==> src/rtl/extendible_hash_table_defines.svh <==
// assertion macros for the extendible hash table
`ifndef EXTENDIBLE_HASH_TABLE_DEFINES_SVH
`define EXTENDIBLE_HASH_TABLE_DEFINES_SVH

`ifndef ASSERT_OFF
`define EHT_ASSERT(lbl, clk_s, rst_s, prop, msg) \
  lbl: assert property (@(posedge clk_s) disable iff (rst_s) prop) else $error(msg);
`define EHT_ASSERT_NEVER(lbl, clk_s, rst_s, cond, msg) \
  lbl: assert property (@(posedge clk_s) disable iff (rst_s) !(cond)) else $error(msg);
`else
`define EHT_ASSERT(lbl, clk_s, rst_s, prop, msg)
`define EHT_ASSERT_NEVER(lbl, clk_s, rst_s, cond, msg)
`endif

`endif

==> src/rtl/eht_pkg.sv <==
package eht_pkg;

  localparam logic [1:0] OP_INSERT = 2'd0;
  localparam logic [1:0] OP_FIND   = 2'd1;
  localparam logic [1:0] OP_REMOVE = 2'd2;

  localparam logic [1:0] ST_OK        = 2'd0;
  localparam logic [1:0] ST_NOT_FOUND = 2'd1;
  localparam logic [1:0] ST_FULL      = 2'd2;

  localparam int CAP_W    = 4;
  localparam int DEPTH_W  = 4;
  localparam int COUNT_W  = 9;
  localparam int VALUE_W  = 32;
  localparam int OPCODE_W = 2;
  localparam int STATUS_W = 2;
  localparam logic [CAP_W-1:0] CAP_RESET = 4'd8;

  typedef enum logic [3:0] {
    S_IDLE,
    S_DIR,
    S_ROW,
    S_EVAL,
    S_DBL_RD,
    S_DBL_WR,
    S_ALLOC,
    S_WR_OLD,
    S_WR_NEW,
    S_RED_RD,
    S_RED_WR,
    S_DONE
  } eht_state_t;

endpackage

==> src/rtl/eht_bucket_scan.sv <==
module eht_bucket_scan import eht_pkg::*; #(
  parameter int BUCKET_SLOTS = 8,
  parameter int KEY_WIDTH = 32,
  parameter int SW = 3,
  parameter int CW = 4
) (
  input  logic [BUCKET_SLOTS-1:0][KEY_WIDTH-1:0] keys,
  input  logic [BUCKET_SLOTS-1:0]                valid,
  input  logic [KEY_WIDTH-1:0]                   key,
  output logic                                   hit,
  output logic [SW-1:0]                          hit_idx,
  output logic                                   free_any,
  output logic [SW-1:0]                          free_idx,
  output logic [CW-1:0]                          count
);

  always_comb begin
    hit = 1'b0;
    hit_idx = '0;
    free_any = 1'b0;
    free_idx = '0;
    count = '0;
    for (int i = BUCKET_SLOTS - 1; i >= 0; i--) begin
      if (valid[i] && (keys[i] == key)) begin
        hit = 1'b1;
        hit_idx = SW'(i);
      end
      if (!valid[i]) begin
        free_any = 1'b1;
        free_idx = SW'(i);
      end
    end
    for (int i = 0; i < BUCKET_SLOTS; i++) begin
      count = count + CW'(valid[i]);
    end
  end

endmodule
==> config.mk <==
export PLATFORM = sky130hd
export DESIGN_NAME = eht_bucket_scan
export DESIGN_NICKNAME = d
export VERILOG_FILES = /design/src/rtl/extendible_hash_table_defines.svh /design/src/rtl/eht_pkg.sv /design/src/rtl/eht_bucket_scan.sv
export SDC_FILE = /design/constraint.sdc
export NUM_CORES = 1
export LEC_CHECK = 0
export BUFFER_PORTS_ARGS = -buffer_cell sky130_fd_sc_hd__buf_2
export CORE_AREA = 2 2 119 121
export DETAILED_ROUTE_END_ITERATION = 8
export DIE_AREA = 0 0 121 123
export SLEW_MARGIN = 20
export SYNTH_ARGS = -nofsm -noshare
export SYNTH_HDL_FRONTEND = slang
export SYNTH_SLANG_ARGS = --single-unit
==> constraint.sdc <==
create_clock -name vclk -period 3.96
set_input_delay 0 -clock vclk [all_inputs]
set_output_delay 0 -clock vclk [all_outputs]
set_load 0.05 [all_outputs]
# After elaboration in Yosys (flattened, before gate mapping)
# Cells that the tools add are included.
totals:
  in_bits: 296
  reg_bits: 0
  output_inout_bits: 12
op_classes:
  addsub: 7
  eq_ne: 8
  mux: 32
  reduce_logical: 8
ops:
  columns: ["cell", "count"]
  rows:
  - ["$eq A32 B32 Y1", 8]
  - ["$mux W3", 16]
  - ["$add A4 B1 Y4", 4]
  - ["$mux W1", 16]
  - ["$logic_and A1 B1 Y1", 8]
  - ["$add A3 B1 Y4", 1]
  - ["$add A2 B1 Y3", 1]
  - ["$add A1 B1 Y2", 1]

# Logic depth before layout (Yosys ltp)
# Gate-level depths: netlist of the first run.
logic_depth:
  ltp_word: 10
  mapped_depth: 9
  mapped_depth_nobuf: 9

# Worst setup path after synthesis of the first run
# Ideal clock, no wire load.
synth_timing:
  path_type: "input to output"
  start: "in valid[0]"
  end: "out count[2]"
  arrival_time_ps: 2978
  slack_ps: 982
  required_ps: 3960
  path_stages: 9
  cell_sequence: "fa_1 -> inv_1 -> fa_1 -> fa_1 -> inv_1 -> ha_1 -> inv_1 -> fa_1 -> xnor2_1"
synth_via:
  elab_chain_cells: 7
synth_lines:
  columns: ["element", "line", "rtl"]
  rows:
  - ["from (decl)", "eht_bucket_scan.sv:8", "input logic [BUCKET_SLOTS-1:0] valid,"]
  - ["$add A1 B1 Y2", "eht_bucket_scan.sv:34", "count = count + CW'(valid[i]);"]
  - ["$add A2 B1 Y3", "eht_bucket_scan.sv:34", null]
  - ["$add A3 B1 Y4", "eht_bucket_scan.sv:34", null]
  - ["$add A4 B1 Y4 (4 in series)", "eht_bucket_scan.sv:34", null]
  - ["to (decl)", "eht_bucket_scan.sv:14", "output logic [CW-1:0] count"]
# No other way between the ends.

# Final worst setup path of the first run
# Ends and elaborated chain as after synthesis.

==> metrics, run 1 <==
CP Launch Type input pin; Post-CTS Resized 0; pre-CTS WS 1.14 ns; largest net degree at the start of global routing 10; Post-Syn Area per Cell 7.95 um2; xor and xnor area share after synthesis 66.2%; endpoint type of the worst setup path output port; # clk buffers 0; Die Y 123 um; area grow syn2layout 46.1%; slack of the critical path ~1.2 ns; Placed Area around 5000 um2; dpl cells 887; overall power 659 uW; Final period util 70.8%; count leader, synth xnor2_1; library cells used by synthesis 32; first-pass GRT wire length approximately 25000 um; WL/cell 20.8 um; syn_nets 730; drt drc 0; Via Count 4081; initial antenna violation count 2; io pins about 300; largest family of logic cells by synthesized area XOR/XNOR gates; hold endpoint free_idx[2]; Seq cells 0; Max Clk Rate 357 MHz; Crit Path Max Fanout 5; minimum clock period 2.80 ns; hold bufs inserted after CTS 0; Total GRT Usage 23.5%; Core ar. 13600 um2; Max Slew Vio Count 0; TritonRoute pass-1 iters 4; Static Leakage 2.17 nW; Simple-Gate Fraction of Synth Area 19.1%; Final Hold Viols 0; Setup CP Type input pin to output port; outcome complete, no violations; register area 0 um2; cell depth of the worst hold path 3; post-synthesis adder-cell area fraction 3.46%; maximum vdd drop 0.0703 mV; worst endpoint required time 3.96 ns; worst hold slack 0.411 ns; PwrDens 133 nW/um2; vias per inst approximately 4.6; Mapped Area between 3000 and 4000 um2; final WL 18500 um; crit path DAT 2.80 ns; post-synth top area cell xnor2_1; max-cap viol count 0; global route overflow 0; Synth Instances 427; hold path start valid[5]; Post-Layout Cell Count about 890; Starting Density 24.9%; register area share after synthesis 0%; post-DP HPWL 16200 um; commonest cells in the netlist 196 x xnor2_1, 55 x xor2_1, 53 x nand4_1; Port Buffers about 300; Slew headroom 37.8%; vias in the first global route 4178; Routability Congestion 0.866; fin area 4960 um2; post-synth top area share between 50% and 60%; # Post-CTS Setup Buffers 0; RSZ-0062 raised after global routing no; Die Width 121 um; Core Util, Final between 30% and 40%; Post-Route Setup TNS 0 ns; # rows 43; worst slew pin tran 0.925 ns; post-synthesis compound-gate area fraction 2.65%; Synth Warn # 0; initial drt markers 238; final net count 1012; post-synthesis mux area share 0%; top post-synthesis cells by area xnor2_1 51%, xor2_1 14%, nand4_1 9.8%, nor4_1 3.9%, buf_6 3.0%; Hold Path Class input pin to output port; Finish-stage setup viols 0; Die ar. ~15000 um2; ANT nets after route 0; share of cells above drive strength 1 45.0%
==> how the worst max path moves through the flow <==
| stage | startpoint | to | depth (start not counted) |
|---|---|---|---|
| 5_1_grt | valid[0] | count[2] | 11 |
| 2_1_floorplan | valid[0] | count[2] | 9 |
| 3_3_place_gp | valid[0] | count[2] | 11 |
| 3_5_place_dp | valid[0] | count[2] | 11 |
| 4_1_cts | valid[0] | count[2] | 11 |
| 6_report | valid[0] | count[2] | 11 |
==> layout by cell type, fill, tap and decap left out, types with 2 or more instances in the layout <==
| cell | count |
|---|---|
| xnor2_2 | 3 |
| a21oi_1 | 2 |
| nand3_1 | 9 |
| inv_1 | 15 |
| xor2_1 | 55 |
| xnor2_1 | 196 |
| nand2_1 | 7 |
| buf_4 | 4 |
| buf_2 | 308 |
| nand2b_1 | 2 |
| fa_1 | 4 |
| nor2b_1 | 2 |
| nor3_1 | 3 |
| o21ai_0 | 2 |
| ha_1 | 3 |
| nor4_1 | 21 |
| a31oi_1 | 2 |
| or4_1 | 3 |
| or4_4 | 3 |
| nand4_1 | 53 |
==> power breakdown <==
part	switching (mW)	total (mW)	internal [mW]	leakage, nW
clock network	0	0.0000000338	0.0000000338	0.00000634
logic	0.353	0.659	0.306	2.17
registers	0	0	0	0
total	0.353	0.659	0.306	2.17
==> worst max-delay path, stage by stage <==
cell,delay [ns]
buf_2,0.16
fa_1,0.54
inv_1,0.05
fa_1,0.49
fa_1,0.40
inv_1,0.07
ha_1,0.16
inv_1,0.06
fa_1,0.42
xnor2_1,0.16
buf_2,0.28
==> area by class of cell <==
class | instances | area (um2)
antenna | 1 | 2.50
fill | 1509 | 8650
inverter | 15 | 56.3
multi-input combinational | 380 | 3100
tap | 180 | 225
timing repair buffer | 312 | 1570
==> kinds of logic after synthesis <==
family / Yosys count
buf+inv: 47
xor+xnor: 254
fa+ha+maj: 7
compound gates: 13
simple gates: 106
==> layer usage <==
layer	track usage [%]	up-vias	share of wire [%]
li1	-	2002	-
met1	29.0	1864	40
met2	44.7	201	52
met3	2.35	14	6.7
met4	3.63	0	1.7
met5	0	-	0
Power figures use the tool's default switching activity.
==> run 2: changes to the inputs <==
Settings changed: CORE_AREA 2 2 119 121 to 2 2 120 122, DIE_AREA 0 0 121 123 to 0 0 122 124.
Clock period 3.96 ns to 2.64 ns, I/O delays scaled along.
==> run 2 against run 1 <==
Routed wire length about the same. Critical path depth did not move. Via count up 1.4%. Die area up 1.6%. Clock-buffer cell count did not move. First-iteration DRC count down 30%. Hold slack gained 0.011 ns. Cell area increased by 3.9%. Critical endpoint unchanged. Largest power group unchanged. Highest routed layer unchanged.
==> metrics, run 2 (same netlist as run 1, synthesis figures left out) <==
initial drt markers 166 (-30%); antenna cells 0 (-1); Top cell by count, worst path fa_1; Starting Density 24.7% (-0.20 points); vias in the first global route 4150 (-0.67%); dpl cells 906 (+2.1%); RSZ-0062 raised after global routing yes; area grow syn2layout 51.8%; worst endpoint required time 2.64 ns (-1.32 ns); Max Slew Vio Count 0 (unchanged); # clk buffers 0 (unchanged); worst slew pin tran 0.440 ns (-0.485 ns); max-cap viol count 0 (unchanged); CP max stage delay 0.53 ns (about the same); Via Count 4140 (+1.4%); crit-path cells buf_8 -> fa_1 -> inv_1 -> fa_1 -> fa_1 -> inv_1 -> ha_2 -> inv_2 -> fa_2 -> xnor2_4 -> buf_6; Core ar. 13700 um2 (+0.79%); final WL 18500 um (about the same); Setup CP Type input pin to output port; Hold Path Class input pin to output port; global route overflow 0 (unchanged); Die ar. 15100 um2 (+1.6%); met3 Resource Use GR 2.52% (+0.17 points); post-DP HPWL 16400 um (+1.1%); Buf/Inv on CP 5 (unchanged); ANT nets after route 0 (unchanged); GR Util met2 42.2% (-2.5 points); crit path DAT 2.57 ns (-0.23 ns); commonest non-fill, non-tap cells in the layout 305 x buf_2, 195 x xnor2_1, 55 x xor2_1; final net count 1032 (+2.0%); Post-Layout Cell Count 907 (+2.1%); maximum vdd drop 0.134 mV (+90%); Crit Path Max Fanout 2 (-3); Total GRT Usage 23.1% (-0.49 points); CP Launch Type input pin; WL/cell 20.3 um (-2.2%); Seq cells 0 (unchanged); most common cell after layout, fill and taps aside buf_2; Port Buffers 308 (unchanged); global-route track usage on met1 28.7% (-0.30 points); share of cells above drive strength 1 47.2% (+2.2 points); drt drc 0 (unchanged); # rows 43 (unchanged); GR peak layer met2; minimum clock period ~2.6 ns; initial antenna violation count 0 (-2); Fillers 1515 (+0.40%); Core Util, Final 37.6% (+1.1 points); TritonRoute pass-1 iters 4 (unchanged); Max Clk Rate a little under 400 MHz; Final period util 97.4%; io pins 308 (unchanged); CP delay by family, top adder cells; register area 0 um2 (unchanged); Routability Congestion 0.868 (+0.27%); endpoint type of the worst setup path output port; Critical-path top delay cell fa_1; Stages on worst setup path 11 (unchanged); cell depth of the worst hold path 3 (unchanged); vias per inst 4.56 (-0.68%); largest net degree at the start of global routing 10 (unchanged); Finish-stage setup viols 0 (unchanged); Die Y 124 um (+0.81%); PwrDens 206 nW/um2 (+55%); outcome complete, no violations; Static Leakage 2.28 nW (+5.0%); pre-CTS WS -0.197 ns (-1.34 ns); Post-Route Setup TNS 0 ns (unchanged); Final Hold Viols 0 (unchanged); slack of the critical path 0.0693 ns (-1.09 ns); Die Width 122 um (+0.83%); first-pass GRT wire length 25000 um (-1.4%); Slew headroom 70.4% (+33 points)
==> run 2: changes by cell type in the layout (fill, tap and decap cells not counted), sizes merged <==
| cell | change |
|---|---|
| buf | +20 |
| diode | -1 |
==> run 2: timing repair <==
item	in CTS	in global routing
cloned	0	0
hold buffers	0	0
endpoints found under the setup margin	2	2
buffers inserted	0	1
resized for setup	4	7
pin swaps	1	0
==> run 2: per-layer routing <==
metal	up-vias	part of all wire (%)
met2	226	50
met3	25	8.3
met5	-	0
li1	2048	-
met4	0	2.7
met1	1841	39
==> run 2: final timing paths <==
kind | slack [ns] | startpoint | end
max | 0.07 | valid[0] | count[2]
min | 0.42 | valid[5] | free_idx[2]
==> run 2: through the flow <==
step           cell area (um2)  hold slack [ns]  power (mW)
2_1_floorplan             3410            0.220       0.626
3_3_place_gp              5120            0.415        1.03
3_5_place_dp              5120            0.420        1.03
4_1_cts                   5130            0.421        1.05
5_1_grt                   5150            0.431        1.15
6_report                  5150            0.423        1.06
==> run 2: area by class of cell <==
type | count | area [um2] | share of cell area [%]
inverters | 15 | 56.3 | 1.09
multi-input cells | 380 | 3130 | 60.7
repair buffers | 332 | 1740 | 33.9
well taps | 180 | 225 | 4.37
==> run 2: where the power goes <==
| part | leakage, nW | switching, mW | internal (mW) |
|---|---|---|---|
| Combinational | 2.28 | 0.542 | 0.518 |
| Sequential | 0 | 0 | 0 |
| Clock | 0 | 0 | 0 |
| Total | 2.28 | 0.542 | 0.518 |
==> run 3: changes to the inputs <==
Settings changed: CELL_PAD_IN_SITES_DETAIL_PLACEMENT set to 1, CELL_PAD_IN_SITES_GLOBAL_PLACEMENT set to 1, CORE_AREA 2 2 120 122 to 2 2 121 123, DIE_AREA 0 0 122 124 to 0 0 123 125, PLACE_DENSITY_LB_ADDON set to 0.1, RECOVER_POWER set to 100.
==> run 3 against run 2 <==
Setup slack worse by 0.0097 ns. Power up 0.56%. Routed wire length up 6.6%. Non-clock buffer count down 6. Sequential share of layout area unchanged. Critical path type unchanged. Largest cell class unchanged. Largest power group unchanged. Highest routed layer is now met5.
==> metrics, run 3 (same netlist as run 1, synthesis figures left out) <==
Core ar. 14200 um2 (+3.5%); vias per inst 4.64 (+1.7%); Setup CP Type input pin to output port; Placed Area 5080 um2 (-0.64%); Max Clk Rate 388 MHz (-0.38%); area of the multi-input gates 3140 um2 (+0.52%); GR peak layer met2; Final Hold Viols 0 (unchanged); initial drt markers 109 (-34%); Sequential Power Share 0% (unchanged); met3 Resource Use GR 4.33% (+1.8 points); worst slew pin tran 0.610 ns (+0.171 ns); Via Count 4212 (+1.7%); Slew headroom 58.9% (-11 points); Final period util 97.7% (+0.37 points); Die ar. 15400 um2 (+1.6%); internal power 517 uW (-0.17%); hold bufs inserted after CTS 0 (unchanged); max-cap viol count 0 (unchanged); clock share of power 0% (unchanged); largest net degree at the start of global routing 10 (unchanged); TritonRoute pass-1 iters 4 (unchanged); Post-Route Setup TNS 0 ns (unchanged); Post-Layout Cell Count 907 (unchanged); overall power 1.07 mW (+0.56%); slack of the critical path 0.0595 ns (-0.00973 ns); final net count 1026 (-0.58%); # rows 44 (+2.3%); Finish-stage setup viols 0 (unchanged); final WL 19700 um (+6.6%); Max Slew Vio Count 0 (unchanged); post-DP HPWL 17500 um (+7.1%); share of cells above drive strength 1 46.3% (-0.86 points); Static Leakage 2.24 nW (-2.0%); PwrDens 208 nW/um2 (+1.0%); Switching Power 548 uW (+1.3%); maximum vdd drop 0.151 mV (+13%); WL/cell 21.7 um (+6.6%); minimum clock period 2.58 ns (+0.00973 ns); crit path DAT 2.58 ns (about the same); io pins 308 (unchanged); Comb power frac 100.0% (about the same); Sw Ratio 51.5% (+0.36 points); worst endpoint required time 2.64 ns (about the same); Core Util, Final 36.1% (-1.4 points); global route overflow 0 (unchanged); drt drc 0 (unchanged); Crit Path Max Fanout 2 (unchanged); GR Util met2 48.3% (+6.1 points); Port Buffers 308 (unchanged); RSZ-0062 raised after global routing yes; Fillers 1856 (+23%); pre-CTS WS -0.213 ns (-0.0155 ns); Seq cells 0 (unchanged); Starting Density 23.9% (-0.84 points); # clk buffers 0 (unchanged); fin area 5130 um2 (-0.44%); commonest non-fill, non-tap cells in the layout 298 x buf_2, 195 x xnor2_1, 55 x xor2_1; Routability Congestion 0.875 (+0.79%); area grow syn2layout 51.1%; most common cell after layout, fill and taps aside buf_2; CP Launch Type input pin; Hold Path Class input pin to output port; endpoint type of the worst setup path output port; first-pass GRT wire length 28400 um (+13%); ANT nets after route 0 (unchanged); Total GRT Usage 24.9% (+1.9 points); Die Y 125 um (+0.81%); worst hold slack 0.514 ns (+0.0910 ns); dpl cells 905 (-0.11%); vias in the first global route 4928 (+19%); # Post-CTS Setup Buffers 0 (unchanged); outcome complete, no violations; global-route track usage on met1 28.0% (-0.78 points); register area 0 um2 (unchanged); Die Width 123 um (+0.82%); initial antenna violation count 3 (+3)
==> run 3: changes by cell type in the layout (fill, tap and decap cells not counted), moves of 2 or more <==
cell,before,now
buf_2,305,298
buf_4,24,18
clkbuf_1,0,5
clkbuf_2,0,2
diode_2,0,2
==> run 3: final timing paths <==
check	from	endpoint	slack, ns	cells past startpoint
setup / recovery	valid[0]	count[2]	0.06	11
hold / removal	valid[5]	free_idx[2]	0.51	3
==> run 3: power groups by stage <==
stage	logic, mW	clock network, mW	registers [mW]
floorplan	0.626	0	0
global placement	1.00	0	0
detailed placement	1.03	0	0
CTS	1.05	0	0
global route	1.16	0.000000102	0
finish	1.07	0.000000102	0
==> run 3: worst max-delay path, stage by stage <==
cell and delay (ns):
buf_6 0.10, fa_1 0.53, inv_1 0.05, fa_1 0.49, fa_1 0.42, inv_2 0.08, ha_4 0.14, inv_4 0.03
fa_2 0.42, xnor2_4 0.15, buf_6 0.17
==> run 3: what timing repair did <==
action / CTS / global route
gates resized for setup: 4 / 11
gates cloned: 0 / 0
setup endpoints to repair: 2 / 4
pin swaps: 1 / 2
==> run 3: metal layers <==
metal	part of all wire [%]	up-vias
li1	-	2029
met1	37	1973
met2	53	190
met3	8.5	18
met4	1.8	2
met5	0.056	-
==> run 3: final cells by class <==
type                            instances  share of cell area, %
Multi-Input combinational cell        380                   61.3
Antenna cell                            2                 0.0976
Tap cell                              184                   4.49
Inverter                               15                   1.15
Timing Repair Buffer                  326                   33.0
